**src/rtl/ptbl_pkg.sv**
```systemverilog
package ptbl_pkg;

	// default sizing
	localparam int PEER_SLOTS_DEF      = 64;
	localparam int TOKEN_FRAC_BITS_DEF = 8;

	// fixed field widths
	localparam int SLOT_IN_W   = 6;
	localparam int SLOT_RANGE  = 1 << SLOT_IN_W;
	localparam int COST_W      = 16;
	localparam int WHOLE_W     = 16;
	localparam int TIME_W      = 32;
	localparam int VIOL_W      = 16;
	localparam int S_TDATA_W   = 56;   // slot 6 + cost 16 + now 32, padded to bytes
	localparam int CFG_ADDR_W  = 2;

	// opcodes
	localparam logic OP_CHECK  = 1'b0;
	localparam logic OP_REMOVE = 1'b1;

	// register indexes
	localparam logic [CFG_ADDR_W-1:0] REG_ENABLED  = 2'd0;
	localparam logic [CFG_ADDR_W-1:0] REG_CAPACITY = 2'd1;
	localparam logic [CFG_ADDR_W-1:0] REG_RATE     = 2'd2;
	localparam logic [CFG_ADDR_W-1:0] REG_LIMIT    = 2'd3;

	// reset values
	localparam logic               ENABLED_RST    = 1'b1;
	localparam logic [WHOLE_W-1:0] CAPACITY_RST   = 16'd100;
	localparam int                 RATE_RST_WHOLE = 10;     // whole tokens per second
	localparam logic [VIOL_W-1:0]  LIMIT_RST      = 16'd10;
	localparam logic [VIOL_W-1:0]  VIOL_MAX       = 16'hFFFF;

	typedef struct packed {
		logic allowed;
		logic ban;
	} lim_flags_t;

endpackage

```
**src/rtl/ptbl_mem.sv**
```systemverilog
module ptbl_mem import ptbl_pkg::*; #(
	parameter int DEPTH = PEER_SLOTS_DEF,
	parameter int WIDTH = 72
) (
	input  logic                     clk,
	input  logic                     we,
	input  logic [$clog2(DEPTH)-1:0] waddr,
	input  logic [WIDTH-1:0]         wdata,
	input  logic                     re,
	input  logic [$clog2(DEPTH)-1:0] raddr,
	output logic [WIDTH-1:0]         rdata
);

	logic [WIDTH-1:0] mem [DEPTH];

	always_ff @(posedge clk) begin
		if (we) begin
			mem[waddr] <= wdata;
		end
	end

	always_ff @(posedge clk) begin
		if (re) begin
			rdata <= mem[raddr];
		end
	end

endmodule

```
**config.mk**
```make
export PLATFORM = sky130hd
export DESIGN_NAME = ptbl_mem
export DESIGN_NICKNAME = d
export VERILOG_FILES = /design/src/rtl/ptbl_pkg.sv /design/src/rtl/ptbl_mem.sv
export SDC_FILE = /design/constraint.sdc
export NUM_CORES = 2
export LEC_CHECK = 0
export BUFFER_PORTS_ARGS = -buffer_cell sky130_fd_sc_hd__buf_2
export CELL_PAD_IN_SITES_DETAIL_PLACEMENT = 0
export CELL_PAD_IN_SITES_GLOBAL_PLACEMENT = 1
export CORE_ASPECT_RATIO = 0.7
export CORE_UTILIZATION = 61
export DETAILED_ROUTE_END_ITERATION = 7
export PLACE_DENSITY_LB_ADDON = 0.1
export SYNTH_ARGS = -nofsm -noshare
export SYNTH_HDL_FRONTEND = slang
export SYNTH_MEMORY_MAX_BITS = 65536
export SYNTH_SLANG_ARGS = --single-unit
```
**constraint.sdc**
```tcl
create_clock -name clk -period 16.56 [get_ports clk]
set_input_delay 0.828 -clock clk [delete_from_list [all_inputs] [get_ports clk]]
set_output_delay 0.828 -clock clk [all_outputs]
set_load 0.05 [all_outputs]
```
### Word-level counts from Yosys, hierarchy flattened

Memories as Yosys holds them, arrays and structs flattened. A register that Yosys moved wholly into a read port is not among the register bits.
Cells that the tools add are included.

| storage, ports and cells | value |
|---|---|
| register bits | 0 |
| memory bits (writable) | 4608 |
| input port bits | 87 |
| logic and storage cells | 3 |
| memories kept | 1 |

Memory list:

| name | words | width | rd ports | clocked after memory_dff | write ports | line | RTL |
|---|---|---|---|---|---|---|---|
| mem | 64 | 72 | 1 | 1 | 1 | ptbl_mem.sv:14 | `logic [WIDTH-1:0] mem [DEPTH];` |

| operators by class | value |
|---|---|
| mux-type cells | 2 |

Operator list:

| kind | number |
|---|---|
| 2-to-1 mux 1 bit | 2 |

### Depth between registers and ports, before layout

| logic depth | value |
|---|---|
| depth after elaboration | 2 |
| gate-level depth with buffers | 8 |
| gate-level depth less buffers | 4 |

### Worst setup path after synthesis

Ideal clock, no wire load.

| timing path | value |
|---|---|
| path type | input-to-reg |
| from | in waddr[3] |
| to | mem mem[48][0] (enable) |
| setup time | 0.590 ns |
| arrival time | 6.236 ns |
| setup slack | 9.733 ns |
| cell stages on the path | 4 |
| buffers on the path | 1 |
| path through | clkbuf_1 -> nor2b_1 -> nand4b_1 -> nor3_1 |

RTL lines:

| what | line | RTL |
|---|---|---|
| start: declaration | ptbl_mem.sv:7 | `input logic [$clog2(DEPTH)-1:0] waddr,` |
| end: declaration | ptbl_mem.sv:14 |  |

No word-level cell before the write port.

==> results.toml <==
[global_routing]
gr-total-overflow = 0
grt_max_degree = 124
grt_usage_pct = 35.91
antenna_found_initial = 51
grt_pass1_vias = 84640
grt_pass1_wl_um = 705400

[cts]
root_buffer = "clkbuf_16"
cts_made_buffers = 423
htree_levels = 5
cts_resized = 0
postCtsHoldBufs = 0
clock-sinks = 4680
insertion_delay_ns = 0.94
cts_tree = "yes"
cts_buffer_depth = 4
clkSlewWorstSetupHoldPaths_ns = 0.06
post-cts-setup-buffer-count = 0

[setup_path]
crit_buf_inv = 4
crit_fanout = 97
critPathCaptureType = "flip-flop"
cpPeakStageDelay_ns = 0.92
timing.critical_path.mode_cell = "buf_4"
critPathLaunchType = "input port"
path_class = "input port to flip-flop"
crit_family = "buffers and inverters"
cp.arrival_ns = 5.69
worstPathRequired_ns = 17.23
crit_chain = "buf_12, buf_4, buf_4, buf_4, mux4_2, a22oi_1, nand3_1, o211a_1"
slowest_stage = "buf_4"

[layout]
drive_above_1_share_pct = 27.40
fin_area_mm2 = 0.1957
final_cells = 11880
final_nets = 7767
syn_to_final_growth_pct = 11.21

[synthesis]
synth_top_area_cell = "edfxtp_1"
ys_seq_elements = 4680
netlist_area_mm2 = 0.1759
synth.top_cell.area_share_pct = 79.88
synth_fp_nets = 7392
synth_area_leaders = "edfxtp_1, mux4_2, a22oi_1"
avgSynthCellArea_um2 = 24.08
ys_warn_count = 0
synthCells = 7305
ys_types = 26
ys_seq_area_share_pct = 79.88

[timing]
hold_viol = 0
maxSlewViolCount = 0
period_share_pct = 30.29
setup_viol = 0
fmax_mhz = 199.3
rsz0062_at_grt = "no"
clock_skew_ns = 0.02541
slew_headroom_pct = 11.24
fin_setup_tns_ns = 0
worstMarginPinSlew_ns = 1.331
min_period_ns = 5.016

[routing]
vias = 88500
wirelength_um = 517400
vias_per_cell = 7.452
wl_met2_um = 231000
dr.pass1.iters = 6
wl_met1_um = 191600
drc_errors = 0
first_iter_violations = 15930
wl_met3_um = 75670
routedWlPerCell_um = 43.57
maxUsedRoutingLayer = "met5"
ant_nets = 0

[die]
die-area_mm2 = 0.2906
coreArea_mm2 = 0.2860
fp-row-count = 164
die_x_um = 643.9
ios = 159
start_util_pct = 61.51
fp.dieH_um = 451.3

[run]
max_cap_viol_count = 0

[place]
gp_congestion = 0.7992
port_buffers = 158
placed_cell_area_mm2 = 0.1820
dp_hpwl_um = 254100
dp.cells = 11070

[power]
power.density_mw_per_mm2 = 123.3
power.leakage_nw = 60.49
peakVddDrop_v = 0.00009545

[hold_path]
hold_class = "input port to flip-flop"

[run_status]
outcome = "finished, final reports clean"
metal layers:
| layer | vias up | GRT usage [%] |
|---|---|---|
| met5 | - | 0 |
| met2 | 7040 | 52.22 |
| met1 | 47800 | 54.25 |
| li1 | 32640 | - |
| met4 | 26 | 11.46 |
| met3 | 996 | 9.671 |
layout make-up:
class	instances	area (um^2)
clock buffer	515	11120
tap	3818	4777
antenna	46	115.1
multi-input combinational	2207	33950
timing repair buffer	368	2711
sequential	4680	140500
fill	17250	90390
clock inverter	242	2447
per-stage QoR:
step | total power, mW | util (%) | worst slack, ns | hold WS [ns]
floorplan | 14.08 | - | 9.733 | 0.8558
global placement | 14.56 | 63.62 | 10.52 | 0.8894
detailed placement | 14.59 | 63.62 | 10.46 | 0.8992
CTS | 24.15 | 68.36 | 11.42 | 0.3953
global route | 24.64 | 68.36 | 11.13 | 0.4047
finish | 24.12 | 68.40 | 11.54 | 0.4216
cells in the final DEF, fill, tap and decap left out, types with 7 or more instances in the layout:
cell        instances
diode_2            46
a211oi_1           72
o211a_1            72
bufinv_16          47
clkbuf_16         432
o221ai_1           54
nand3b_1           26
nand3_1           127
mux4_2           1152
buf_4             187
nand2_1             7
clkbuf_1           83
nor2_4             64
edfxtp_1         4680
clkinvlp_4         17
clkinv_8            7
mux2i_1           108
o22ai_1           144
buf_2             153
clkinv_2           77
clkinv_1           85
buf_12             25
nor2_1             56
a22oi_1           288
registers in the layout (all words and copies together), names as in the netlist:
name	flops
mem	4608
rdata	72
logic make-up (layout without fill, tap and decap cells):
group           after synthesis  after routing  share of synthesized area (%)
compound gates              630            630                          2.727
other cells                   0             46                              0
flops                      4680           4680                          79.88
mux                        1260           1260                          15.36
buf+inv                     418           1125                          1.155
simple gates                317            317                         0.8783
report_power, final:
part           total, mW  internal (mW)  switching (mW)
Clock               9.77           5.50            4.28
Sequential          13.2           13.1          0.0379
Combinational       1.17          0.387           0.778
synthesized netlist by cell type (all sizes together):
master	number
a22oi	288
a211oi	72
buf	275
or3	3
nand2b	9
or2	2
mux4	1152
nor2	120
nor2b	9
nand2	8
nand4	2
o221ai	54
o211a	72
mux2i	108
or3b	4
o22ai	144
nand3b	26
nand3	128
and2	3
edfxtp	4680
nand4b	1
clkbuf	143
nor3	2
worst paths after layout:
path / from / end / slack (ns) / cells past startpoint
worst min-delay path: re / rdata[24] / 0.42 / 1
worst min register to register: mem[7][39] / rdata[39] / 0.91 / 4
worst max register to register: mem[51][11] / rdata[11] / 14.45 / 4
worst max-delay path: raddr[0] / rdata[47] / 11.54 / 8
(Power assumes the default switching activity.)
