### config.mk
export PLATFORM = sky130hd
export DESIGN_NAME = ptbl_upd
export DESIGN_NICKNAME = d
export VERILOG_FILES = /design/src/rtl/ptbl_pkg.sv /design/src/rtl/ptbl_upd.sv
export SDC_FILE = /design/constraint.sdc
export NUM_CORES = 1
export LEC_CHECK = 0
export ABC_AREA = 1
export BUFFER_PORTS_ARGS = -buffer_cell sky130_fd_sc_hd__buf_2
export CAP_MARGIN = 20
export CORE_MARGIN = 3
export CORE_UTILIZATION = 58
export DETAILED_ROUTE_END_ITERATION = 8
export PLACE_DENSITY = 0.91
export SLEW_MARGIN = 25
export SYNTH_ARGS = -nofsm -noshare
export SYNTH_HDL_FRONTEND = slang
export SYNTH_SLANG_ARGS = --single-unit
### constraint.sdc
create_clock -name vclk -period 26.3
set_input_delay 6.575 -clock vclk [all_inputs]
set_output_delay 6.575 -clock vclk [all_outputs]
set_load 0.01 [all_outputs]
### src/rtl/ptbl_pkg.sv
package ptbl_pkg;

	// default sizing
	localparam int PEER_SLOTS_DEF      = 64;
	localparam int TOKEN_FRAC_BITS_DEF = 8;

	// fixed field widths
	localparam int SLOT_IN_W   = 6;
	localparam int SLOT_RANGE  = 1 << SLOT_IN_W;
	localparam int COST_W      = 16;
	localparam int WHOLE_W     = 16;
	localparam int TIME_W      = 32;
	localparam int VIOL_W      = 16;
	localparam int S_TDATA_W   = 56;   // slot 6 + cost 16 + now 32, padded to bytes
	localparam int CFG_ADDR_W  = 2;

	// opcodes
	localparam logic OP_CHECK  = 1'b0;
	localparam logic OP_REMOVE = 1'b1;

	// register indexes
	localparam logic [CFG_ADDR_W-1:0] REG_ENABLED  = 2'd0;
	localparam logic [CFG_ADDR_W-1:0] REG_CAPACITY = 2'd1;
	localparam logic [CFG_ADDR_W-1:0] REG_RATE     = 2'd2;
	localparam logic [CFG_ADDR_W-1:0] REG_LIMIT    = 2'd3;

	// reset values
	localparam logic               ENABLED_RST    = 1'b1;
	localparam logic [WHOLE_W-1:0] CAPACITY_RST   = 16'd100;
	localparam int                 RATE_RST_WHOLE = 10;     // whole tokens per second
	localparam logic [VIOL_W-1:0]  LIMIT_RST      = 16'd10;
	localparam logic [VIOL_W-1:0]  VIOL_MAX       = 16'hFFFF;

	typedef struct packed {
		logic allowed;
		logic ban;
	} lim_flags_t;

endpackage

### src/rtl/ptbl_upd.sv
module ptbl_upd import ptbl_pkg::*; #(
	parameter int TOKEN_FRAC_BITS = TOKEN_FRAC_BITS_DEF
) (
	input  logic [WHOLE_W+TOKEN_FRAC_BITS-1:0]    tok_in,
	input  logic [VIOL_W-1:0]                     viol_in,
	input  logic [WHOLE_W+TOKEN_FRAC_BITS+30:0]   prod,
	input  logic                                  refill_en,
	input  logic [WHOLE_W+TOKEN_FRAC_BITS-1:0]    need,
	input  logic [WHOLE_W+TOKEN_FRAC_BITS-1:0]    full,
	input  logic [VIOL_W-1:0]                     limit,
	output logic [WHOLE_W+TOKEN_FRAC_BITS-1:0]    tok_out,
	output logic [VIOL_W-1:0]                     viol_out,
	output lim_flags_t                            flags
);

	localparam int TOK_W = WHOLE_W + TOKEN_FRAC_BITS;

	logic [TOK_W:0]   sum;
	logic             prod_big;
	logic [TOK_W-1:0] level;
	logic [VIOL_W-1:0] viol_inc;

	always_comb begin
		prod_big = |prod[TOK_W+30:TOK_W];
		sum = {1'b0, tok_in} + {1'b0, prod[TOK_W-1:0]};
		if (!refill_en) begin
			level = tok_in;
		end else if (prod_big || (sum > {1'b0, full})) begin
			level = full;
		end else begin
			level = sum[TOK_W-1:0];
		end

		viol_inc = (viol_in != VIOL_MAX) ? viol_in + VIOL_W'(1) : viol_in;

		flags = '0;
		if (level >= need) begin
			tok_out = level - need;
			viol_out = viol_in;
			flags.allowed = 1'b1;
		end else begin
			tok_out = level;
			if (viol_inc >= limit) begin
				viol_out = '0;
				flags.ban = 1'b1;
			end else begin
				viol_out = viol_inc;
			end
		end
	end

endmodule

# Yosys cells after proc, flatten, opt, wreduce, memory -nomap -nowiden
# Index checks and enable logic that the tools add are counted.
[totals]
regBits = 0
in_bits = 160
output_inout_bits = 42
elab_cells = 18
[op_classes]
add_sub_neg = 3
magnitude_cmp = 3
eq_ne = 1
mux = 9
reduce_logical = 2
[op_table]
columns = ["op", "count"]
rows = [
  ["$mux W24", 3],
  ["$mux W16", 3],
  ["$reduce_or A31 Y1", 1],
  ["$add A24 B24 Y25", 1],
  ["$gt A25 B24 Y1", 1],
  ["$ge A24 B24 Y1", 1],
  ["$sub A24 B24 Y24", 1],
  ["$add A16 B1 Y16 const B", 1],
  ["$ge A16 B16 Y1", 1],
  ["$ne A16 B16 Y1 const B", 1],
  ["$mux W1", 3],
  ["$logic_or A1 B1 Y1", 1],
]

# Depth between registers and ports, before layout
# Gate-level depths: netlist of run 1.
[depth]
ltp_word = 7
mapped_depth = 42
ltp_nobuf = 41

# Worst setup path before layout of run 1
# OpenSTA, ideal clock, no wires.
[synth_path]
kind = "in2out"
start = "in tok_in[0]"
end = "out viol_out[11]"
t_arrival_ns = 11.175
t_required_ns = 19.725
slack_ns = 8.550
stages = 39
n_path_buf = 3
cell_sequence = "ha_1 -> inv_1 -> fa_1 -> nor2_1 -> nor2_4 -> o21ai_1 -> inv_1 -> o211ai_1 -> nand2_1 -> ha_1 -> nand2_1 -> inv_1 -> o21bai_1 -> nand2_1 -> a21oi_1 -> nand2_1 -> nand2_1 -> nand2_1 -> [3 not listed] -> nand2_1 -> nand3_1 -> nand2_1 -> inv_1 -> fa_1 -> nand3_1 -> nand2_1 -> nand3_1 -> nand2_1 -> nand2_1 -> nand2_1 -> nand3_1 -> nand3_1 -> nor2_2 -> buf_4 -> buf_4 -> nand3_1 -> nand2_1"
[synth_via]
elab_chain_cells = 7
[synth_lines]
columns = ["item", "line_no", "source"]
rows = [
  ["start: declaration", "ptbl_upd.sv:4", "input logic [WHOLE_W+TOKEN_FRAC_BITS-1:0] tok_in,"],
  ["$add A24 B24 Y25", "ptbl_upd.sv:25", "sum = {1'b0, tok_in} + {1'b0, prod[TOK_W-1:0]};"],
  ["$gt A25 B24 Y1", "ptbl_upd.sv:28", "end else if (prod_big || (sum > {1'b0, full})) begin"],
  ["$logic_or A1 B1 Y1", "ptbl_upd.sv:28", ""],
  ["$mux W24", "ptbl_upd.sv:28", ""],
  ["$mux W24 (*)", "ptbl_upd.sv:26", "if (!refill_en) begin"],
  ["$ge A24 B24 Y1 (*)", "ptbl_upd.sv:37", "if (level >= need) begin"],
  ["$mux W16 (*)", "ptbl_upd.sv:37", ""],
  ["end: declaration", "ptbl_upd.sv:12", "output logic [VIOL_W-1:0] viol_out,"],
]
# Mark *: on every way between the ends. The rest lies on a longest branch, timed or not.

# Worst setup path after layout of run 1
[layout_path]
start = "in tok_in[0]"
end = "out viol_out[7]"
# Same word-level chain as after synthesis.

==> summary by stage, run 1 <==
Place
The sum of net half-perimeters after detailed placement is 18600 µm. The final weighted congestion of routability-driven global placement is 0.992. The number of buffers inserted by port buffering is 202.

Pwr
The clock share of power is 0%. Combinational cells account for 100.0% of the total power. IR analysis of the VDD net gives a maximum drop of 0.0000204 V.

The switching fraction of total power is 62.7%. Sequential cells burn 0% of the power. The cell-internal power is 0.0698 mW. Dividing total power by cell area gives a power density of 26.8 nW/µm².

The total net switching power is 0.117 mW. After layout, the design draws a total of 0.187 mW. For this design the static power due to leakage is 4.32 nW.

Finish
The number of nets in the layout is 1552. Of the cells placed in the final design, the portion with a size suffix greater than 1 is 18.9%. Sequential cells placed in the final layout were counted as 0. The area added between synthesis and finish is 18.2%.

The sequential standard cell area is 0 µm². The total of clock buffers placed in the layout is 0.

Worst setup path
The critical path ends at viol_out[7]. The critical path capture point type is an output pin. The cell that appears most often on the critical path is sky130_fd_sc_hd__nand2_1. The kind of start point of the critical path is an input pin. The number of cells on the critical path is 39.

The path type of the worst setup path is input pin to output pin. The largest individual stage delay along the critical path comes from the cell sky130_fd_sc_hd__nand2_1. In this run the worst setup path begins at tok_in[0].

On the critical path the largest part of the delay comes from simple AND/OR/NAND/NOR gates. The data arrival time at the worst-slack endpoint is 13.17 ns. The highest net fanout along the worst path is 48.

Data on the critical path is required at its endpoint by 19.72 ns. The critical path contains buffers and inverters numbering 8 combined. The highest cell delay on the worst timing path is 0.60 ns.

Synthesis
By area the synthesized netlist is led by sky130_fd_sc_hd__nand2_1 21%, sky130_fd_sc_hd__ha_1 19%, sky130_fd_sc_hd__inv_1 13%, sky130_fd_sc_hd__nand3_1 9.9%, sky130_fd_sc_hd__a21oi_1 6.1%. The synthesized area per cell is 5.29 µm². The share of the yosys chip area belonging to registers is 0%. Counting distinct cell types in the post-synthesis netlist gives 42. The share of the synthesized netlist area taken by xor and xnor gates is 5.04%. The synthesized netlist devotes 12.3% of its cell area to compound gates. The most area-hungry cell type in the Yosys netlist is sky130_fd_sc_hd__nand2_1. The number of nets in the synthesized netlist is 1368. The dominant combinational cell family by area after synthesis is simple AND/OR/NAND/NOR gates. Summed over its instances, the top area cell type makes up 21.1% of the synthesized netlist area. For this run, the number of Yosys warnings is 0. Counting instances in the post-synthesis netlist gives the leading cell types as 332 x sky130_fd_sc_hd__nand2_1, 203 x sky130_fd_sc_hd__inv_1, 117 x sky130_fd_sc_hd__nand3_1, 89 x sky130_fd_sc_hd__ha_1, 72 x sky130_fd_sc_hd__a21oi_1. The post-synthesis mux area share is 0.191%. The area of the mapped netlist is 5910 µm². The most numerous cell in the Yosys netlist is sky130_fd_sc_hd__nand2_1. The area fraction in and, or, nand and nor cells after synthesis is 47.8%. The synthesized netlist devotes 19.5% of its cell area to adder and majority cells.

The number of instances in the synthesized netlist is 1117.

Drt
The routed via count divided by cell count is 5.60. The routed length per placed instance is 14.7 µm. In this run, the number of DRC markers left after iteration 0 of detailed routing was 807. The detail route stage leaves a number of antenna-violating nets equal to 0. The total routed wirelength is 21100 µm. The post-route DRC violation count is 0. The routed layout has 8043 vias. The first detailed-routing pass ran for 6 iterations.

STA
Setup total negative slack on the finished layout was measured at 0 ns. The clock period minus worst slack is 19.75 ns. Setup repair after global routing left no endpoint under its margin. The total count of max-transition violations in the final report was 0. Setup violations remaining at the end of the flow were counted as 0.

After layout, the worst path uses 75.1% of the clock period. The peak clock frequency supported by timing is 0.0506 GHz. The final-layout worst hold slack is 13.52 ns. For the pin with the worst max-slew slack, the measured transition is 0.812 ns. The worst pin sits at a relative slew slack of 45.7%. The total count of hold-check failures in the final report was 0.

Floorplanning
The die is 107 µm tall. The initial utilization of the core area, before any placement, comes to 60.1%. The row count is 36. The core outline area is 9820 µm².

The number of primary I/O pins is 202. The floorplan step set the die width to 107 µm. The die footprint is 11400 µm².

Run
The tool flagged a number of max-cap violations equal to 0.

GRT
The via count of the first global-routing pass is 7560. For this run the aggregate overflow at the end of global routing stands at 0. The global-route wire length before repair is 33700 µm. The largest net degree at the start of global routing is 49. The initial antenna violation count is 2. The global-route total usage across every layer is 35.7%.

Clock tree
The number of resized instances in the post-cts repair step is 0. The number of buffers inserted by hold repair at cts is 0. In this run the post-CTS setup repair buffer count came out at 0.

Status
The run finished with clean final reports.

Hold path
The path class of the tightest hold or removal check is input pin to output pin.
[per-stage QoR]
stage | std cells | utilization (%) | setup WS, ns | instance area, µm²
floorplan | 1117 | - | 8.55 | 5910
global placement | 1432 | 71.0 | 6.95 | 6970
detailed placement | 1432 | 71.0 | 6.70 | 6970
CTS | 1432 | 71.0 | 6.67 | 6970
global route | 1434 | 71.0 | 5.83 | 6980
finish | 1435 | 71.1 | 6.55 | 6980
[worst min-delay path by stage]
stage                     startpoint          end  slack (ns)  cells after the start
final                     viol_in[7]  viol_out[7]       13.52                      4
after global routing      viol_in[7]  viol_out[7]       13.55                      4
after CTS                 viol_in[7]  viol_out[7]       13.52                      4
after detailed placement  viol_in[8]  viol_out[8]       13.52                      4
after global placement    viol_in[7]  viol_out[7]       13.52                      4
after floorplan           viol_in[1]  viol_out[1]       13.27                      2
[layout make-up]
class | count | area, µm²
well taps | 133 | 166
inverters | 205 | 769
diodes | 3 | 7.51
multi-input cells | 890 | 5010
fillers | 964 | 2840
repair buffers | 204 | 1030
[layout by cell type, fill, tap and decap left out, drive strengths merged]
cell type  Yosys  final
a211oi         3      3
a21boi         1      1
a21o           4      4
a21oi         72     72
a31oi          1      1
a32oi          1      1
and2           2      2
and3           1      1
buf           15    204
diode          0      3
fa             2      2
ha            89     89
inv          205    205
mux2           1      1
nand2        333    333
nand3        119    119
nand3b         2      2
nand4         41     41
nor2          69     69
nor3          23     23
nor4          11     11
o211ai         3      3
o21ai         38     38
o21bai         8      8
o31ai          2      2
or2           30     30
xnor2         15     15
xor2          19     19
[power groups by stage]
stage                 clock (mW)  combinational [mW]  sequential (mW)
finish              0.0000000153               0.187                0
detailed placement             0               0.183                0
global route        0.0000000102               0.210                0
global placement               0               0.180                0
CTS                            0               0.184                0
floorplan                      0               0.127                0
[cell families (layout without fill, tap and decap cells)]
group / after synthesis / in the layout
fa+ha+maj: 91 / 91
simple gates: 631 / 631
xor+xnor: 34 / 34
compound gates: 133 / 133
buf+inv: 227 / 409
other cells: 0 / 3
mux: 1 / 1
[metal layers]
layer | share of wire (%) | global-route usage (%)
met4 | 6.6 | 20.4
met2 | 46 | 63.0
met1 | 38 | 41.8
met3 | 9.6 | 3.79
met5 | 0 | 0
(Power assumes the default switching activity.)
==> inputs of run 2 (changes only) <==
Settings changed: ABC_AREA 1 to 0, CORE_UTILIZATION 58 to 52, PLACE_DENSITY 0.91 to 0.86.
Clock period 26.3 ns to 20.5 ns, I/O delays scaled along.
==> run 2 against run 1 <==
Worst setup slack lost 5.4 ns. Final cell count shrank 32%. Count of clock-buffer cells in the layout is the same. Non-clock buffer count shrank 1. Routed wire length shrank 30%. Global-route usage shrank 9.6 points. Combinational power grew 12%. Core utilization shrank 4.8 points. Synthesized area shrank 18%. Final area shrank 16%. Critical path depth shrank 4.
==> summary by stage, run 2 <==
Finish
The total of clock buffers placed in the layout is 0 (unchanged). The antenna diode count is 0 (-3). The area added between synthesis and finish is 21.8%. The combined area of the multi-input logic cells was 4450 µm² (-11%). The number of nets in the layout is 1118 (-28%). The final design instance area without fill is 5900 µm² (-16%). The fraction of layout instances using a drive strength above 1 was 29.0% (+10 points). The final-layout fill cell count was 829 (-14%).

The number of flip-flops and latches is 0 (unchanged). The library cell used most frequently in the layout, excluding fill and tap cells, is sky130_fd_sc_hd__buf_2. The sequential standard cell area came to 0 µm² (unchanged).

In the layout the commonest cells are 202 x sky130_fd_sc_hd__buf_2, 89 x sky130_fd_sc_hd__ha_1, 76 x sky130_fd_sc_hd__inv_1, 72 x sky130_fd_sc_hd__nor2_1, 47 x sky130_fd_sc_hd__a21oi_1.

Synthesis
The area of the mapped netlist came to 4840 µm² (-18%). After synthesis, the most frequently instantiated cells are 89 x sky130_fd_sc_hd__ha_1, 76 x sky130_fd_sc_hd__inv_1, 72 x sky130_fd_sc_hd__nor2_1, 47 x sky130_fd_sc_hd__a21oi_1, 33 x sky130_fd_sc_hd__nand2_1. The synthesized area per cell is 7.13 µm² (+35%). By instance count, the leading cell after synthesis is sky130_fd_sc_hd__ha_1. The share of the yosys chip area belonging to registers is 0% (unchanged). The count of yosys warnings during synthesis is 0 (unchanged).

The most area-hungry cell type in the Yosys netlist is sky130_fd_sc_hd__ha_1. The top-area cell type share of the netlist area is 23.0% (+1.9 points). The number of instances in the synthesized netlist was 679 (-39%). The number of distinct standard cells referenced by the synthesized netlist is 63 (+50%). The net count of the mapped netlist is 930 (-32%). Sorting the synthesized cells by area gives the leading types as sky130_fd_sc_hd__ha_1 23%, sky130_fd_sc_hd__inv_1 5.9%, sky130_fd_sc_hd__xnor2_1 5.8%, sky130_fd_sc_hd__nor2_1 5.6%, sky130_fd_sc_hd__mux2_2 5.3%.

Drt
The post-route DRC violation count is 0 (unchanged). The routed length per placed instance is 15.0 µm (+2.5%). The remaining antenna violation count after routing came to 0 (unchanged). The routed via count divided by cell count came to 5.81 (+3.7%). The routed via count is 5653 (-30%). The total routed wirelength is 14600 µm (-30%).

The first-pass detailed-route iteration total is 4 (-2). The iteration-0 DRC count of the detailed router came to 243 (-70%).

Pwr
The total power of the final layout is 0.210 mW (+12%). The register share of total power is 0% (unchanged). The switching fraction of total power is 54.7% (-8.0 points). The cell area power density was 35.6 nW/µm² (+33%). The standby leakage power is 3.08 nW (-29%). The clock share of power is 0% (unchanged). The largest vdd supply drop is 0.0000250 V (+22%). The combinational power share was 100.0% (about the same). The total net switching power is 0.115 mW (-2.1%). The cell-internal power is 0.0950 mW (+36%).

GRT
The layer carrying the most global-route usage is met2. The met1 layer usage reported by global route was 32.9% (-9.0 points). The initial antenna violation count is 0 (-2). The via count of the first global-routing pass is 5211 (-31%). The met3 usage in global routing was 0.880% (-2.9 points). The largest net degree at the start of global routing came to 48 (-2.0%).

The met2 routing resource usage after global routing is 47.2% (-16 points). The global-route total usage across every layer is 26.1% (-9.6 points). The global-route wire length before repair is 22900 µm (-32%). The overflow left after global routing was 0 (unchanged).

Worst setup path
The total buffers and inverters traversed by the critical path came to 5 (-3). The kind of cell with the highest combined delay on the critical path is compound AO/OA/AOI/OAI gates. The highest net fanout along the worst path is 41 (-15%). The highest cell delay on the worst timing path is 0.81 ns (+0.21 ns). Among the stages of the critical path, the cell type that occurs most often is sky130_fd_sc_hd__ha_1. The worst setup path is launched from an input pin.

The data required time of the worst path is 15.38 ns (-4.34 ns). The most critical setup path has its startpoint at tok_in[0]. The data arrival time at the worst-slack endpoint is 14.20 ns (+1.03 ns). The critical path capture point type is an output pin.

The path type of the worst setup path is input pin to output pin. The critical path ends at viol_out[12]. The number of cells on the critical path was 35 (-10%). The cell at the slowest stage of the critical path is sky130_fd_sc_hd__o221a_2.

Clock tree
The number of resized instances in the post-cts repair step is 0 (unchanged). The buffer count from post-CTS setup fixing is 0 (unchanged). The number of buffers inserted by hold repair at cts is 0 (unchanged).

Floorplanning
The number of primary I/O pins came to 202 (unchanged). The overall die width was 103 µm (-4.1%). The core outline area is 8890 µm² (-9.5%).

The row count is 34 (-5.6%). The height of the chip came to 103 µm (-4.1%). The die footprint is 10500 µm² (-8.1%). The initial standard-cell utilization of the core was 54.5% (-5.7 points).

STA
The peak clock frequency supported by timing is 0.0517 GHz. The worst slew margin relative to its limit is 46.6% (+0.86 points). The setup TNS is 0 ns (unchanged).

The total count of hold-check failures in the final report is 0 (unchanged). The final critical path takes up 94.3% of the cycle. The clock period minus worst slack is 19.33 ns. The slew at the pin closest to its max-slew limit is 0.798 ns (-0.0140 ns).

The count of endpoints failing setup in the final report was 0 (unchanged). Setup repair after global routing left no endpoint under its margin. The total count of max-transition violations in the final report is 0 (unchanged).

Place
The placed standard-cell area is 5900 µm² (-15%). The final weighted congestion of routability-driven global placement was 0.908 (-8.4%). The sum of net half-perimeters after detailed placement was 12700 µm (-31%). The number of buffers inserted by port buffering was 202 (unchanged).

Run
The number of max-capacitance violations reported is 0 (unchanged).

Status
The flow ran to the end, and the final reports show no timing, DRC or antenna violations.

Hold path
The classification of the worst-slack hold path is input pin to output pin.
==> run 2: changes by cell type in the layout (fill, tap and decap cells not counted), moves of 26 or more <==
cell | before | now
sky130_fd_sc_hd__or2_2 | 29 | 1
sky130_fd_sc_hd__nand2_1 | 332 | 33
sky130_fd_sc_hd__nand3_1 | 117 | 16
sky130_fd_sc_hd__nand4_1 | 41 | 14
sky130_fd_sc_hd__a21o_1 | 4 | 30
sky130_fd_sc_hd__inv_1 | 203 | 76
==> run 2: through the flow <==
step | utilization (%) | setup slack [ns] | cells | hold slack, ns
after floorplan | - | 3.37 | 679 | 10.34
after global placement | 66.3 | 1.80 | 973 | 10.59
after CTS | 66.3 | 1.30 | 973 | 10.59
final | 66.3 | 1.17 | 973 | 10.59
after detailed placement | 66.3 | 1.32 | 973 | 10.59
after global routing | 66.3 | 0.508 | 973 | 10.61
==> run 2: kinds of logic (layout without fill, tap and decap cells) <==
kind of cell	after synthesis	in the layout	synth area share, %
buffers and inverters	94	280	8.03
adder cells (fa/ha/maj)	91	91	23.8
AO/OA/AOI/OAI	209	209	30.2
AND/OR/NAND/NOR	190	190	18.9
XOR/XNOR	46	46	8.32
multiplexers	49	49	10.8
==> run 2: routing by layer <==
metal	wire length [µm]	vias up	part of all wire, %
met3	828	36	5.7
met4	548	0	3.7
li1	-	2869	-
met1	6200	2527	42
met5	0	-	0
met2	7070	221	48
==> run 2: final cells by class <==
class,count,area share [%]
multi-input combinational,585,75.5
timing repair buffer,203,17.3
inverter,77,4.90
tap,108,2.29
==> run 2: worst min-delay path by stage <==
stage                            from            to  slack (ns)  depth (start not counted)
after global routing      viol_in[10]  viol_out[10]       10.61                          3
after global placement     viol_in[6]   viol_out[6]       10.59                          3
final                      viol_in[0]   viol_out[0]       10.59                          3
after CTS                  viol_in[6]   viol_out[6]       10.59                          3
after detailed placement   viol_in[6]   viol_out[6]       10.59                          3
after floorplan            viol_in[0]   viol_out[0]       10.34                          1
==> run 2: tightest hold or removal path, stage by stage <==
cell and delay [ns]:
sky130_fd_sc_hd__buf_2 0.13, sky130_fd_sc_hd__o31ai_1 0.08, sky130_fd_sc_hd__buf_2 0.14
==> run 2: power by group through the flow <==
stage	clock network [mW]	logic [mW]	registers [mW]
detailed placement	0	0.207	0
CTS	0	0.208	0
finish	0	0.210	0
floorplan	0	0.144	0
global route	0	0.234	0
global placement	0	0.203	0
